==> src/rtl/escal_pkg.sv <==
// Shared constants and helpers for the epoch seconds to calendar converter.
// No dependencies; imported by the top level.
`timescale 1ns / 1ps

package escal_pkg;

  // Default count of input bits used.
  localparam int SECONDS_BITS_DEF = 32;

  // Width of the shared subtract unit; holds day counts up to 2^34 seconds.
  localparam int UNIT_W = 18;

  localparam int SECS_PER_DAY  = 86400;
  localparam int SECS_PER_HOUR = 3600;
  localparam int SECS_PER_MIN  = 60;
  localparam int BASE_YEAR     = 1970;
  localparam int DAYS_NORMAL   = 365;
  localparam int DAYS_LEAP     = 366;

  // Position of the base year in the 100 and 400 year cycles.
  localparam int BASE_MOD100 = 70;
  localparam int BASE_MOD400 = 370;

  localparam logic [3:0] MONTH_JAN = 4'd1;
  localparam logic [3:0] MONTH_FEB = 4'd2;
  localparam logic [3:0] MONTH_APR = 4'd4;
  localparam logic [3:0] MONTH_JUN = 4'd6;
  localparam logic [3:0] MONTH_SEP = 4'd9;
  localparam logic [3:0] MONTH_NOV = 4'd11;

  // Length of a month in days for the given leap flag.
  function automatic logic [4:0] month_len(input logic [3:0] month, input logic leap);
    logic [4:0] len;
    case (month) inside
      MONTH_APR, MONTH_JUN, MONTH_SEP, MONTH_NOV: len = 5'd30;
      MONTH_FEB: len = leap ? 5'd29 : 5'd28;
      default: len = 5'd31;
    endcase
    return len;
  endfunction

endpackage

==> src/rtl/epoch_seconds_to_calendar_unit.sv <==
// Sequence from accepted start to the done_o strobe: day division, hours, minutes, then
// the walk over whole years and months (Y + M <= 146 at 32 bits, Y years and M months).
// Throughput: one word at a time; busy_o rises after acceptance and falls in the strobe cycle.
// Cost is set by one shared subtract and compare unit: one quotient bit, one year or
// one month per cycle. Reset clears the sequencer and the strobe; no clearing pass.
// Results are shown for exactly one cycle on done_o; the receiver cannot stall.
`timescale 1ns / 1ps

module epoch_seconds_to_calendar_unit
  import escal_pkg::*;
#(
  parameter int SECONDS_BITS = SECONDS_BITS_DEF
) (
  input  logic        clk_i,
  input  logic        rst_ni,
  input  logic        start_i,
  output logic        busy_o,
  input  logic [31:0] epoch_seconds_i,
  output logic        done_o,
  output logic [11:0] year_out_o,
  output logic [3:0]  month_out_o,
  output logic [4:0]  day_out_o,
  output logic [4:0]  hour_out_o,
  output logic [5:0]  minute_out_o,
  output logic [5:0]  second_out_o
);

  localparam int CNT_W = $clog2(SECONDS_BITS);

  typedef enum logic [2:0] {
    ST_IDLE,
    ST_DAYS,
    ST_HOUR,
    ST_MIN,
    ST_YEAR,
    ST_MONTH
  } state_e;

  state_e                    state_q;
  logic [CNT_W-1:0]          cnt_q;
  logic [SECONDS_BITS-1:0]   sec_q;
  logic [UNIT_W-1:0]         rem_q;
  logic [4:0]                hour_q;
  logic [5:0]                min_q;
  logic [11:0]               year_q;
  logic [6:0]                mod100_q;
  logic [8:0]                mod400_q;
  logic [3:0]                month_q;
  logic                      done_q;
  logic [11:0]               year_out_q;
  logic [3:0]                month_out_q;
  logic [4:0]                day_out_q;
  logic [4:0]                hour_out_q;
  logic [5:0]                minute_out_q;
  logic [5:0]                second_out_q;

  logic                      leap;
  logic [UNIT_W-1:0]         days;
  logic [UNIT_W-1:0]         op_a;
  logic [UNIT_W-1:0]         op_b;
  logic [UNIT_W:0]           diff;
  logic                      ge;

  // Leap year from the year's low bits and the century counters.
  assign leap = ((year_q[1:0] == 2'd0) && (mod100_q != 7'd0)) || (mod400_q == 9'd0);

  // During the year and month walk the low bits of sec_q hold the day count.
  assign days = sec_q[UNIT_W-1:0];

  // Operand selection for the shared subtract and compare unit.
  always_comb begin
    op_a = rem_q;
    op_b = '0;
    case (state_q)
      ST_DAYS: begin
        op_a = {rem_q[UNIT_W-2:0], sec_q[SECONDS_BITS-1]};
        op_b = UNIT_W'(SECS_PER_DAY);
      end
      ST_HOUR: begin
        op_b = UNIT_W'(SECS_PER_HOUR) << cnt_q;
      end
      ST_MIN: begin
        op_b = UNIT_W'(SECS_PER_MIN) << cnt_q;
      end
      ST_YEAR: begin
        op_a = days;
        op_b = leap ? UNIT_W'(DAYS_LEAP) : UNIT_W'(DAYS_NORMAL);
      end
      ST_MONTH: begin
        op_a = days;
        op_b = UNIT_W'(month_len(month_q, leap));
      end
      default: begin
        op_a = rem_q;
        op_b = '0;
      end
    endcase
  end

  // The shared unit: one subtraction whose borrow is the compare result.
  assign diff = {1'b0, op_a} - {1'b0, op_b};
  assign ge   = ~diff[UNIT_W];

  // Sequencer with its working and result registers.
  always_ff @(posedge clk_i or negedge rst_ni) begin
    if (!rst_ni) begin
      state_q      <= ST_IDLE;
      done_q       <= 1'b0;
      cnt_q        <= '0;
      sec_q        <= '0;
      rem_q        <= '0;
      hour_q       <= '0;
      min_q        <= '0;
      year_q       <= '0;
      mod100_q     <= '0;
      mod400_q     <= '0;
      month_q      <= '0;
      year_out_q   <= '0;
      month_out_q  <= '0;
      day_out_q    <= '0;
      hour_out_q   <= '0;
      minute_out_q <= '0;
      second_out_q <= '0;
    end else begin
      done_q <= 1'b0;
      case (state_q)
        ST_IDLE: begin
          if (start_i) begin
            sec_q    <= SECONDS_BITS'(epoch_seconds_i);
            rem_q    <= '0;
            cnt_q    <= CNT_W'(SECONDS_BITS - 1);
            year_q   <= 12'(BASE_YEAR);
            mod100_q <= 7'(BASE_MOD100);
            mod400_q <= 9'(BASE_MOD400);
            month_q  <= MONTH_JAN;
            state_q  <= ST_DAYS;
          end
        end
        // Restoring division by the day length; quotient bits replace sec_q.
        ST_DAYS: begin
          rem_q <= ge ? diff[UNIT_W-1:0] : op_a;
          sec_q <= {sec_q[SECONDS_BITS-2:0], ge};
          if (cnt_q == '0) begin
            cnt_q   <= CNT_W'(4);
            state_q <= ST_HOUR;
          end else begin
            cnt_q <= cnt_q - 1'b1;
          end
        end
        // Hours: five quotient bits against shifted hour lengths.
        ST_HOUR: begin
          if (ge) begin
            rem_q <= diff[UNIT_W-1:0];
          end
          hour_q <= {hour_q[3:0], ge};
          if (cnt_q == '0) begin
            cnt_q   <= CNT_W'(5);
            state_q <= ST_MIN;
          end else begin
            cnt_q <= cnt_q - 1'b1;
          end
        end
        // Minutes: six quotient bits; the remainder is the second.
        ST_MIN: begin
          if (ge) begin
            rem_q <= diff[UNIT_W-1:0];
          end
          min_q <= {min_q[4:0], ge};
          if (cnt_q == '0) begin
            state_q <= ST_YEAR;
          end else begin
            cnt_q <= cnt_q - 1'b1;
          end
        end
        // Walk whole years while the day count covers one.
        ST_YEAR: begin
          if (ge) begin
            sec_q    <= SECONDS_BITS'(diff[UNIT_W-1:0]);
            year_q   <= year_q + 1'b1;
            mod100_q <= (mod100_q == 7'd99) ? 7'd0 : mod100_q + 1'b1;
            mod400_q <= (mod400_q == 9'd399) ? 9'd0 : mod400_q + 1'b1;
          end else begin
            state_q <= ST_MONTH;
          end
        end
        // Walk whole months, then publish the result word.
        ST_MONTH: begin
          if (ge) begin
            sec_q   <= SECONDS_BITS'(diff[UNIT_W-1:0]);
            month_q <= month_q + 1'b1;
          end else begin
            year_out_q   <= year_q;
            month_out_q  <= month_q;
            day_out_q    <= days[4:0] + 5'd1;
            hour_out_q   <= hour_q;
            minute_out_q <= min_q;
            second_out_q <= rem_q[5:0];
            done_q       <= 1'b1;
            state_q      <= ST_IDLE;
          end
        end
        default: begin
          state_q <= ST_IDLE;
        end
      endcase
    end
  end

  assign busy_o       = (state_q != ST_IDLE);
  assign done_o       = done_q;
  assign year_out_o   = year_out_q;
  assign month_out_o  = month_out_q;
  assign day_out_o    = day_out_q;
  assign hour_out_o   = hour_out_q;
  assign minute_out_o = minute_out_q;
  assign second_out_o = second_out_q;

`ifndef SYNTHESIS
  // An accepted word keeps the block busy in the next cycle.
  a_start_busy: assert property (@(posedge clk_i) disable iff (!rst_ni)
    (start_i && !busy_o) |=> busy_o)
    else $error("accepted word did not make the block busy");

  // The strobe follows a busy cycle and lasts one cycle.
  a_done_after_busy: assert property (@(posedge clk_i) disable iff (!rst_ni)
    done_o |-> ($past(busy_o) && !busy_o))
    else $error("result strobe without a preceding conversion");

  a_done_pulse: assert property (@(posedge clk_i) disable iff (!rst_ni)
    done_o |=> !done_o)
    else $error("result strobe held longer than one cycle");

  // Published month lies in calendar range and the published day is at least one.
  a_date_range: assert property (@(posedge clk_i) disable iff (!rst_ni)
    done_o |-> (month_out_o >= 4'd1 && month_out_o <= 4'd12 && day_out_o >= 5'd1))
    else $error("month or day out of range");

  // Time of day fields stay below their moduli.
  a_time_range: assert property (@(posedge clk_i) disable iff (!rst_ni)
    done_o |-> (hour_out_o < 5'd24 && minute_out_o < 6'd60 && second_out_o < 6'd60))
    else $error("time of day out of range");
`endif

endmodule
==> config.mk <==
export PLATFORM = sky130hd
export DESIGN_NAME = epoch_seconds_to_calendar_unit
export DESIGN_NICKNAME = d
export VERILOG_FILES = /design/src/rtl/escal_pkg.sv /design/src/rtl/epoch_seconds_to_calendar_unit.sv
export SDC_FILE = /design/constraint.sdc
export NUM_CORES = 1
export LEC_CHECK = 0
export BUFFER_PORTS_ARGS = -buffer_cell sky130_fd_sc_hd__buf_2
export CORE_ASPECT_RATIO = 1.4
export CORE_MARGIN = 1.5
export CORE_UTILIZATION = 60
export CTS_CLUSTER_DIAMETER = 50
export DETAILED_ROUTE_END_ITERATION = 8
export GPL_TIMING_DRIVEN = 0
export PLACE_DENSITY = 0.78
export SLEW_MARGIN = 0
export SYNTH_ARGS = -nofsm -noshare
export SYNTH_HDL_FRONTEND = slang
export SYNTH_SLANG_ARGS = --single-unit
==> constraint.sdc <==
create_clock -name clk_i -period 5.4 [get_ports clk_i]
set_input_delay 0.81 -clock clk_i [delete_from_list [all_inputs] [get_ports clk_i]]
set_output_delay 0.81 -clock clk_i [all_outputs]
set_load 0.005 [all_outputs]
==> run summary, run 1 <==
CTS Buffer Depth -> 2
TNS Setup -> 0 ns
DR pass1 iterations -> 6
Synthesis Warnings -> 0
DRT Wirelength -> 26.2 mm
Post-cts sizing count -> 0
Most frequent cells after synthesis -> 140 x dfrtp_1, 107 x nand2_1, 90 x o21ai_0
Post-detail-place hpwl -> 18.9 mm
H-tree Lvls -> 4
Die H -> 147 um
Post-Route Skew -> 0.00725 ns
Status -> completed
Synth top area share -> 0.394
Crit-path max FO -> 10
Main synth FF type -> dfrtp_1
Post-synth top area cell -> dfrtp_1
Final hold viol count -> 0
Layout cells sized above 1 -> 0.154
Clock sink total -> 140
Syn Inst Count -> 994
Die span in x -> 106 um
Initial Utilization -> 0.616
Largest cells by area after synthesis -> dfrtp_1 39%, o21ai_0 5.1%, nand2_1 4.5%
Crit path capture type -> flop
Seq/Total Area, Yosys -> 0.394
CP Launch Type -> flop
DR vias/cell -> 6.50
Crit path max-delay family -> buffers and inverters
Antenna violations before repair -> 0
# port buffers -> 74
Reg clk slew, reported paths -> 0.06 ns
Ys async rst share -> 1.00
Leak -> 0.00462 uW
Core area -> 14400 um^2
Hold Slack -> 0.340 ns
Nets -> 1154
Peak VDD IR -> 0.434 mV
Syn Area/Cell -> 8.95 um^2
Worst rel slew slack -> 0.385
Crit-path cells -> clkbuf_1, buf_2, nand2_1, clkbuf_1, nand2_1, mux2_2, o21ai_0, nand2_1, ha_1, buf_4, a21oi_1, o21ai_1, a21oi_2, nand2_1, o21ai_2, clkbuf_1, o21ai_0
Fin. max-slew vios -> 0
# Post-CTS Setup Buffers -> 0
WP buf/inv -> 5
ANT cells -> 0
Max-Cap Viols -> 0
Post-synth EDFFs -> 0
Total vias in the final route -> 8389
First-pass GRT wire length -> 41.6 mm
Setup CP Type -> reg2reg
Worst Path Required -> 5.68 ns
Tightest Pin Transition -> 0.913 ns
I/O pin total -> 75
CP max stage delay -> 0.50 ns
Arrival @ worst endpoint -> 5.19 ns
PwrDens -> 763 nW/um^2
Max Fclk -> 0.204 GHz
Clock buffer count from CTS -> 17
Final setup fails -> 0
Post-synthesis cell type count -> 77
Antenna-violating nets left -> 0
Total chip power -> 7730 uW
Syn nets -> 1060
GR Util All Layers -> 0.343
Hold/Removal Path Class -> in2async
Cell Area, Synth -> 8890 um^2
Worst-Skew Late Latency -> 0.43 ns
Count leader, synth -> dfrtp_1
Synthesized flop and latch total -> 140
# fillers -> 1166
Slowest CP cell -> clkbuf_1
Drt drc -> 0
Period utilisation layout -> 0.908
Num rows -> 52
RSZ-0062 raised after global routing -> no
Fin crit period -> 4.91 ns
Initial DRC Count -> 763
Largest net degree at the start of global routing -> 86
Vias in the first global route -> 7987
WL/cell -> 20.3 um
Cell mode on critical path -> nand2_1
GRT overflow -> 0
Synthesis-to-layout area growth -> 14.0%
Total die area -> 15600 um^2
CTS root buffer -> clkbuf_16
CTS tree -> done
Cts hold-fix bufs -> 0
Gpl congestion -> 0.978
metrics by stage:
step                      instances  area, um^2  worst slack (ns)   util
final                          1290       10100             0.494  0.702
after global routing           1290       10100             0.173  0.702
after CTS                      1290       10100             0.629  0.702
after detailed placement       1258        9530             0.668  0.660
after global placement         1257        9500             0.690  0.658
after floorplan                 994        8890              1.46      -
power breakdown:
part / leakage, uW / internal (uW) / switching [uW]
clock: 0.000296 / 697 / 503
combinational: 0.00255 / 1720 / 3000
sequential: 0.00178 / 1450 / 365
layer usage:
metal,vias to the layer above,routed length (um),GRT usage
li1,3827,-,-
met2,458,12900,0.578
met1,3992,9660,0.405
met3,112,2080,0.0621
met4,0,1550,0.212
met5,-,0,0
final cells by class:
class | instances | area (um^2) | share of cell area
inverter | 25 | 93.8 | 0.00926
sequential | 140 | 3500 | 0.346
clock buffer | 17 | 425 | 0.0420
clock inverter | 15 | 175 | 0.0173
timing repair buffer | 75 | 404 | 0.0399
buffer | 64 | 303 | 0.0299
tap | 189 | 236 | 0.0233
multi-input combinational | 765 | 4990 | 0.493
path summary, 6_finish.rpt:
check / start / end / slack [ns] / cells after the start
max: state_q[0] / sec_q[11] / 0.49 / 17
min: rst_ni / sec_q[13] / 0.34 / 1
max reg2reg: state_q[0] / sec_q[11] / 0.49 / 17
min reg2reg: day_out_o[1] / day_out_o[1] / 0.48 / 1
max in group asynchronous: rst_ni / state_q[1] / 4.25 / 2
min in group clk_i: day_out_o[1] / day_out_o[1] / 0.48 / 1
registers in the layout (all words and copies together) (netlist names):
signal        count
min_q             6
year_q           12
hour_q            5
year_out_o       12
sec_q            32
state_q           3
cnt_q             5
minute_out_o      6
day_out_o         5
mod100_q          7
month_out_o       4
second_out_o      6
done_o            1
mod400_q          9
hour_out_o        5
month_q           4
rem_q            18
worst register-to-register path: cells and delay by family, from the launching register on:
family | cells | cell delay, ns
flops | 1 | 0.41
buf+inv | 5 | 1.62
compound gates | 6 | 1.57
simple gates | 4 | 0.56
fa+ha+maj | 1 | 0.29
mux | 1 | 0.29
layout by cell type (no fill, tap or decap), types with 5 or more instances in the layout:
master     instances
dfrtp_1          140
nand2_1          107
o21ai_0           90
buf_2             86
a21oi_1           75
nor2_1            74
clkbuf_1          37
nor2b_1           33
a22oi_1           32
mux2_1            32
ha_1              30
nand3_1           28
inv_1             25
clkbuf_16         17
nand2b_1          14
a31oi_1           14
nor3_1            11
mux2_2            11
o211ai_1          11
and3_1            11
a221oi_1          11
mux2i_1           10
buf_4             10
and2_1            10
o22ai_1            9
a21o_1             9
xor2_1             9
xnor2_1            9
a22o_1             8
o21a_1             8
o31ai_1            7
nand4_1            7
o2bb2ai_1          6
a211oi_1           6
o2111ai_1          5
or2_2              5
kinds of logic after synthesis:
logic type	Yosys count	share of synthesized area
AO/OA/AOI/OAI	337	0.254
AND/OR/NAND/NOR	326	0.180
flip-flops	140	0.394
buffers and inverters	89	0.0446
multiplexers	53	0.0657
adder cells (fa/ha/maj)	31	0.0445
XOR/XNOR	18	0.0177
Note: power is estimated with default switching activity, not from simulation.
==> run 2: changes to the inputs <==
Settings changed: CORE_UTILIZATION 60 to 55, PLACE_DENSITY 0.78 to 0.75.
Clock period 5.4 ns to 4.1 ns, I/O delays scaled along.
==> run summary, run 2 (synthesis results as in run 1) <==
PwrDens -> 1010 nW/um^2
Post-detail-place hpwl -> 18.7 mm
Final hold viol count -> 0
H-tree Lvls -> 4
TNS Setup -> 0 ns
Clock Power Share -> 0.130
Period utilisation layout -> 0.991
Layout cells sized above 1 -> 0.227
First-pass GRT wire length -> 41.3 mm
Worst Path Required -> 4.42 ns
Worst rel slew slack -> 0.427
FF-to-FF End -> month_out_o[0]
Commonest non-fill, non-tap cell in the layout -> dfrtp_1
CTS Buffer Depth -> 2
WP buf/inv -> 7
Post-Route Skew -> 0.00919 ns
Antenna-violating nets left -> 0
Num rows -> 54
Top Usage Layer GRT -> met2
Largest register FFs -> 32
CP Launch Type -> flop
Largest net degree at the start of global routing -> 86
Clock sink total -> 140
Status -> completed
Crit. path cell count -> 17
Total vias in the final route -> 8490
Fin crit period -> 4.06 ns
Die span in x -> 110 um
Worst flop-to-flop path startpoint -> state_q[1]
Worst-Skew Late Latency -> 0.43 ns
CTS root buffer -> clkbuf_16
DR vias/cell -> 6.36
Commonest non-fill, non-tap cells in the layout -> 140 x dfrtp_1, 100 x nand2_1, 87 x o21ai_0
Max-Cap Viols -> 0
Final setup fails -> 0
CP max stage delay -> 0.55 ns
Pint -> 5540 uW
DR pass1 iterations -> 5
Met1 usage -> 0.346
Setup crit start -> state_q[1]
CTS tree -> done
Reg clk slew, reported paths -> 0.06 ns
Leak -> 0.00490 uW
Initial DRC Count -> 675
Core area -> 15700 um^2
R2r worst-path depth -> 17
# port buffers -> 74
ANT cells -> 0
Die H -> 153 um
Total chip power -> 10800 uW
Synthesis-to-layout area growth -> 20.4%
Total die area -> 17000 um^2
Slowest CP cell -> clkbuf_1
FF-to-FF setup slack -> 0.04 ns
Switching power total -> 5230 uW
GR Util All Layers -> 0.303
Comb power frac -> 0.647
Setup CP Type -> reg2reg
Drt drc -> 0
Crit-path max FO -> 10
GRT met2 Usage -> 0.539
WL/cell -> 19.8 um
Grt met3 use -> 0.0575
Sw Share -> 0.486
# fillers -> 1259
Vias in the first global route -> 8170
Tightest Pin Transition -> 0.857 ns
Gpl congestion -> 0.991
Arrival @ worst endpoint -> 4.38 ns
Crit path to -> month_out_o[0]
GRT overflow -> 0
DRT Wirelength -> 26.4 mm
I/O pin total -> 75
Antenna violations before repair -> 0
Peak VDD IR -> 0.575 mV
Crit path capture type -> flop
Max Fclk -> 0.246 GHz
Area of the multi-input gates -> 5200 um^2
Nets -> 1192
RSZ-0062 raised after global routing -> yes
Hold/Removal Path Class -> in2async
Sequential share of power -> 0.223
Clock buffer count from CTS -> 17
Crit-path cells -> buf_2, nand2b_1, clkbuf_1, nor2_4, clkbuf_4, a21oi_1, ha_1, a21oi_1, o21ai_2, a21oi_2, a21boi_4, buf_12, nor3_4, buf_12, buf_4, buf_4, mux2_2
Fin. max-slew vios -> 0
Largest registers -> sec_q x32, rem_q x18
Initial Utilization -> 0.567
Largest Register -> sec_q
Register area -> 3500 um^2
Crit path max-delay family -> buffers and inverters
==> run 2: layout make-up <==
class / count / area share
multi-input combinational: 765 / 0.485
sequential: 140 / 0.327
timing repair buffer: 113 / 0.0700
clock buffer: 20 / 0.0408
buffer: 64 / 0.0367
tap: 196 / 0.0229
inverter: 25 / 0.00876
clock inverter: 12 / 0.00841
==> run 2: per-stage QoR <==
stage	instances	hold slack (ns)	cell area [um^2]	setup slack, ns	utilization
final	1335	0.133	10700	0.0385	0.683
after global routing	1335	0.182	10700	-0.0666	0.683
after detailed placement	1265	0.467	9540	-0.621	0.609
after floorplan	994	0.319	8890	0.160	-
after global placement	1264	0.459	9510	-0.615	0.607
after CTS	1310	0.160	10300	0.00565	0.660
==> run 2: metal layers <==
| layer | part of all wire | routed length, um |
|---|---|---|
| met4 | 0.048 | 1270 |
| met3 | 0.068 | 1800 |
| met5 | 0 | 0 |
| met1 | 0.38 | 9940 |
| met2 | 0.51 | 13400 |
==> run 2: worst min path at each step <==
| stage | startpoint | end | slack (ns) | cells after the start |
|---|---|---|---|---|
| 2_1_floorplan | rst_ni | cnt_q[0] | 0.32 | 0 |
| 3_3_place_gp | min_q[5] | min_q[5] | 0.46 | 2 |
| 3_5_place_dp | min_q[5] | min_q[5] | 0.47 | 2 |
| 4_1_cts | rst_ni | day_out_o[1] | 0.16 | 1 |
| 5_1_grt | rst_ni | day_out_o[3] | 0.18 | 1 |
| 6_report | rst_ni | day_out_o[3] | 0.13 | 1 |
==> run 2: repair_timing <==
action,in CTS,in global routing
gates cloned,0,2
setup buffers,13,23
pin swaps,9,24
hold buffers,0,0
gates resized for setup,48,57
endpoints found under the setup margin,125,121
==> run 2: worst reg2reg max path, cell delays in order (launching register included) <==
cell,delay [ns]
dfrtp_1,0.32
buf_2,0.19
nand2b_1,0.12
clkbuf_1,0.55
nor2_4,0.17
clkbuf_4,0.27
a21oi_1,0.26
ha_1,0.36
a21oi_1,0.25
o21ai_2,0.12
a21oi_2,0.23
a21boi_4,0.09
buf_12,0.15
nor3_4,0.20
buf_12,0.15
buf_4,0.11
buf_4,0.09
mux2_2,0.31
==> run 2: power by group through the flow <==
stage	sequential [uW]	combinational, uW	clock (uW)
2_1_floorplan	2240	4460	0
3_3_place_gp	2380	5800	0
3_5_place_dp	2390	5910	0
4_1_cts	2380	6140	1400
5_1_grt	2460	7530	1470
6_report	2400	6970	1400
==> run 3: changes to the inputs <==
Settings changed: CELL_PAD_IN_SITES_DETAIL_PLACEMENT from default to 1, CELL_PAD_IN_SITES_GLOBAL_PLACEMENT from default to 1, CORE_UTILIZATION 55 to 42, GPL_TIMING_DRIVEN 0 to default, SETUP_SLACK_MARGIN from default to 0.05.
==> run summary, run 3 (synthesis results as in run 1) <==
Antenna-violating nets left -> 0
Max Fclk -> 0.254 GHz
Worst Path Required -> 4.41 ns
Cts hold-fix bufs -> 0
Largest Register -> sec_q
Hold/Removal Path Class -> in2async
Max-Cap Viols -> 0
Synthesis-to-layout area growth -> 22.0%
TNS Setup -> 0 ns
Gpl congestion -> 0.878
CP max stage delay -> 0.46 ns
Core area -> 20600 um^2
First-pass GRT wire length -> 46.4 mm
Crit path capture type -> flop
RSZ-0062 raised after global routing -> yes
Total vias in the final route -> 8387
Layout cells sized above 1 -> 0.229
CTS Buffer Depth -> 2
Setup CP Type -> reg2reg
Total die area -> 22100 um^2
Initial DRC Count -> 461
Die span in x -> 126 um
Cell mode on critical path -> buf_12
Num rows -> 62
Clock buffer count from CTS -> 17
Crit path max-delay family -> simple AND/OR/NAND/NOR gates
CTS tree -> done
DR pass1 iterations -> 9
Placed cell area -> 9920 um^2
Die H -> 175 um
Fin area -> 10900 um^2
Final hold viol count -> 0
Largest net degree at the start of global routing -> 91
Commonest non-fill, non-tap cell in the layout -> dfrtp_1
Worst-Skew Late Latency -> 0.43 ns
Worst rel slew slack -> 0.359
Slack of the critical path -> 0.164 ns
Crit-path max FO -> 7
Antenna violations before repair -> 0
Largest registers -> sec_q x32, rem_q x18
WL/cell -> 21.3 um
Tightest Pin Transition -> 0.962 ns
Crit-path cells -> inv_2, ha_4, or4b_4, o31ai_4, nand2_1, nor2_2, a41oi_2, nor2_1, ha_2, fa_2, nor2b_4, o31a_4, o211ai_4, a21boi_4, buf_6, nor3_4, buf_12, buf_12, buf_12, mux2_1
Commonest non-fill, non-tap cells in the layout -> 140 x dfrtp_1, 106 x nand2_1, 89 x o21ai_0
Reg clk slew, reported paths -> 0.07 ns
DR vias/cell -> 6.10
Fin crit period -> 3.94 ns
ANT cells -> 0
CTS root buffer -> clkbuf_16
Drt drc -> 3
R2r worst-path depth -> 20
Peak VDD IR -> 0.442 mV
Initial Utilization -> 0.431
Period utilisation layout -> 0.960
Leak -> 0.00492 uW
PwrDens -> 987 nW/um^2
Slowest CP cell -> or4b_4
Final non-filler cell total -> 1375
Post-detail-place hpwl -> 20.0 mm
Vias in the first global route -> 8928
Largest register FFs -> 32
Crit. path cell count -> 20
Final setup fails -> 0
GR Util All Layers -> 0.265
I/O pin total -> 75
Nets -> 1172
Arrival @ worst endpoint -> 4.24 ns
WP buf/inv -> 5
Clock sink total -> 140
GRT overflow -> 0
H-tree Lvls -> 4
Fin. max-slew vios -> 0
Post-Route Skew -> 0.00982 ns
Failing checks -> design-rule violations
DRT Wirelength -> 29.3 mm
Status -> finished, violations left
Placed cells -> 1331
Setup WS pre-CTS -> -0.258 ns
# port buffers -> 74
CP Launch Type -> flop
run 3: worst paths after layout:
kind | endpoint | from | slack [ns]
setup / recovery | minute_out_o[3] | mod100_q[1] | 0.16
hold / removal | sec_q[13] | rst_ni | 0.24
hold reg to reg | year_out_o[1] | year_out_o[1] | 0.48
max in group asynchronous | mod400_q[3] | rst_ni | 3.00
min in group clk_i | sec_q[25] | epoch_seconds_i[25] | 0.48
setup reg to reg | minute_out_o[3] | mod100_q[1] | 0.16
run 3: layout make-up:
type / count / area [um^2]
Sequential cell: 140 / 3500
Tap cell: 256 / 320
Multi-Input combinational cell: 765 / 5150
Clock inverter: 12 / 125
Timing Repair Buffer: 157 / 1200
Clock buffer: 20 / 467
Inverter: 25 / 93.8
Fill cell: 2382 / 9780
run 3: power by group:
group          internal (uW)  leakage [uW]  total, uW  switching, uW
Combinational           2730       0.00285       6680           3950
Clock                    900      0.000288       1570            668
Sequential              1900       0.00178       2460            559
run 3: per-layer routing:
metal | global-route usage | vias to the layer above | part of all wire
met5 | 0 | - | 0
met2 | 0.483 | 228 | 0.53
met1 | 0.303 | 4223 | 0.40
met3 | 0.0447 | 76 | 0.038
met4 | 0.118 | 0 | 0.039
li1 | - | 3860 | -
run 3: per-stage QoR:
stage | hold WS, ns | util | power [uW]
after CTS | 0.296 | 0.517 | 10500
after global routing | 0.304 | 0.526 | 11500
after floorplan | 0.319 | - | 6700
after detailed placement | 0.471 | 0.481 | 8830
final | 0.241 | 0.526 | 10700
after global placement | 0.465 | 0.481 | 8640
run 3: repair_timing:
action | 4_1_cts | 5_1_grt
setup endpoints to repair | 113 | 113
pin swaps | 5 | 5
cloned | 1 | 2
resized for setup | 10 | 31
setup buffers | 6 | 3
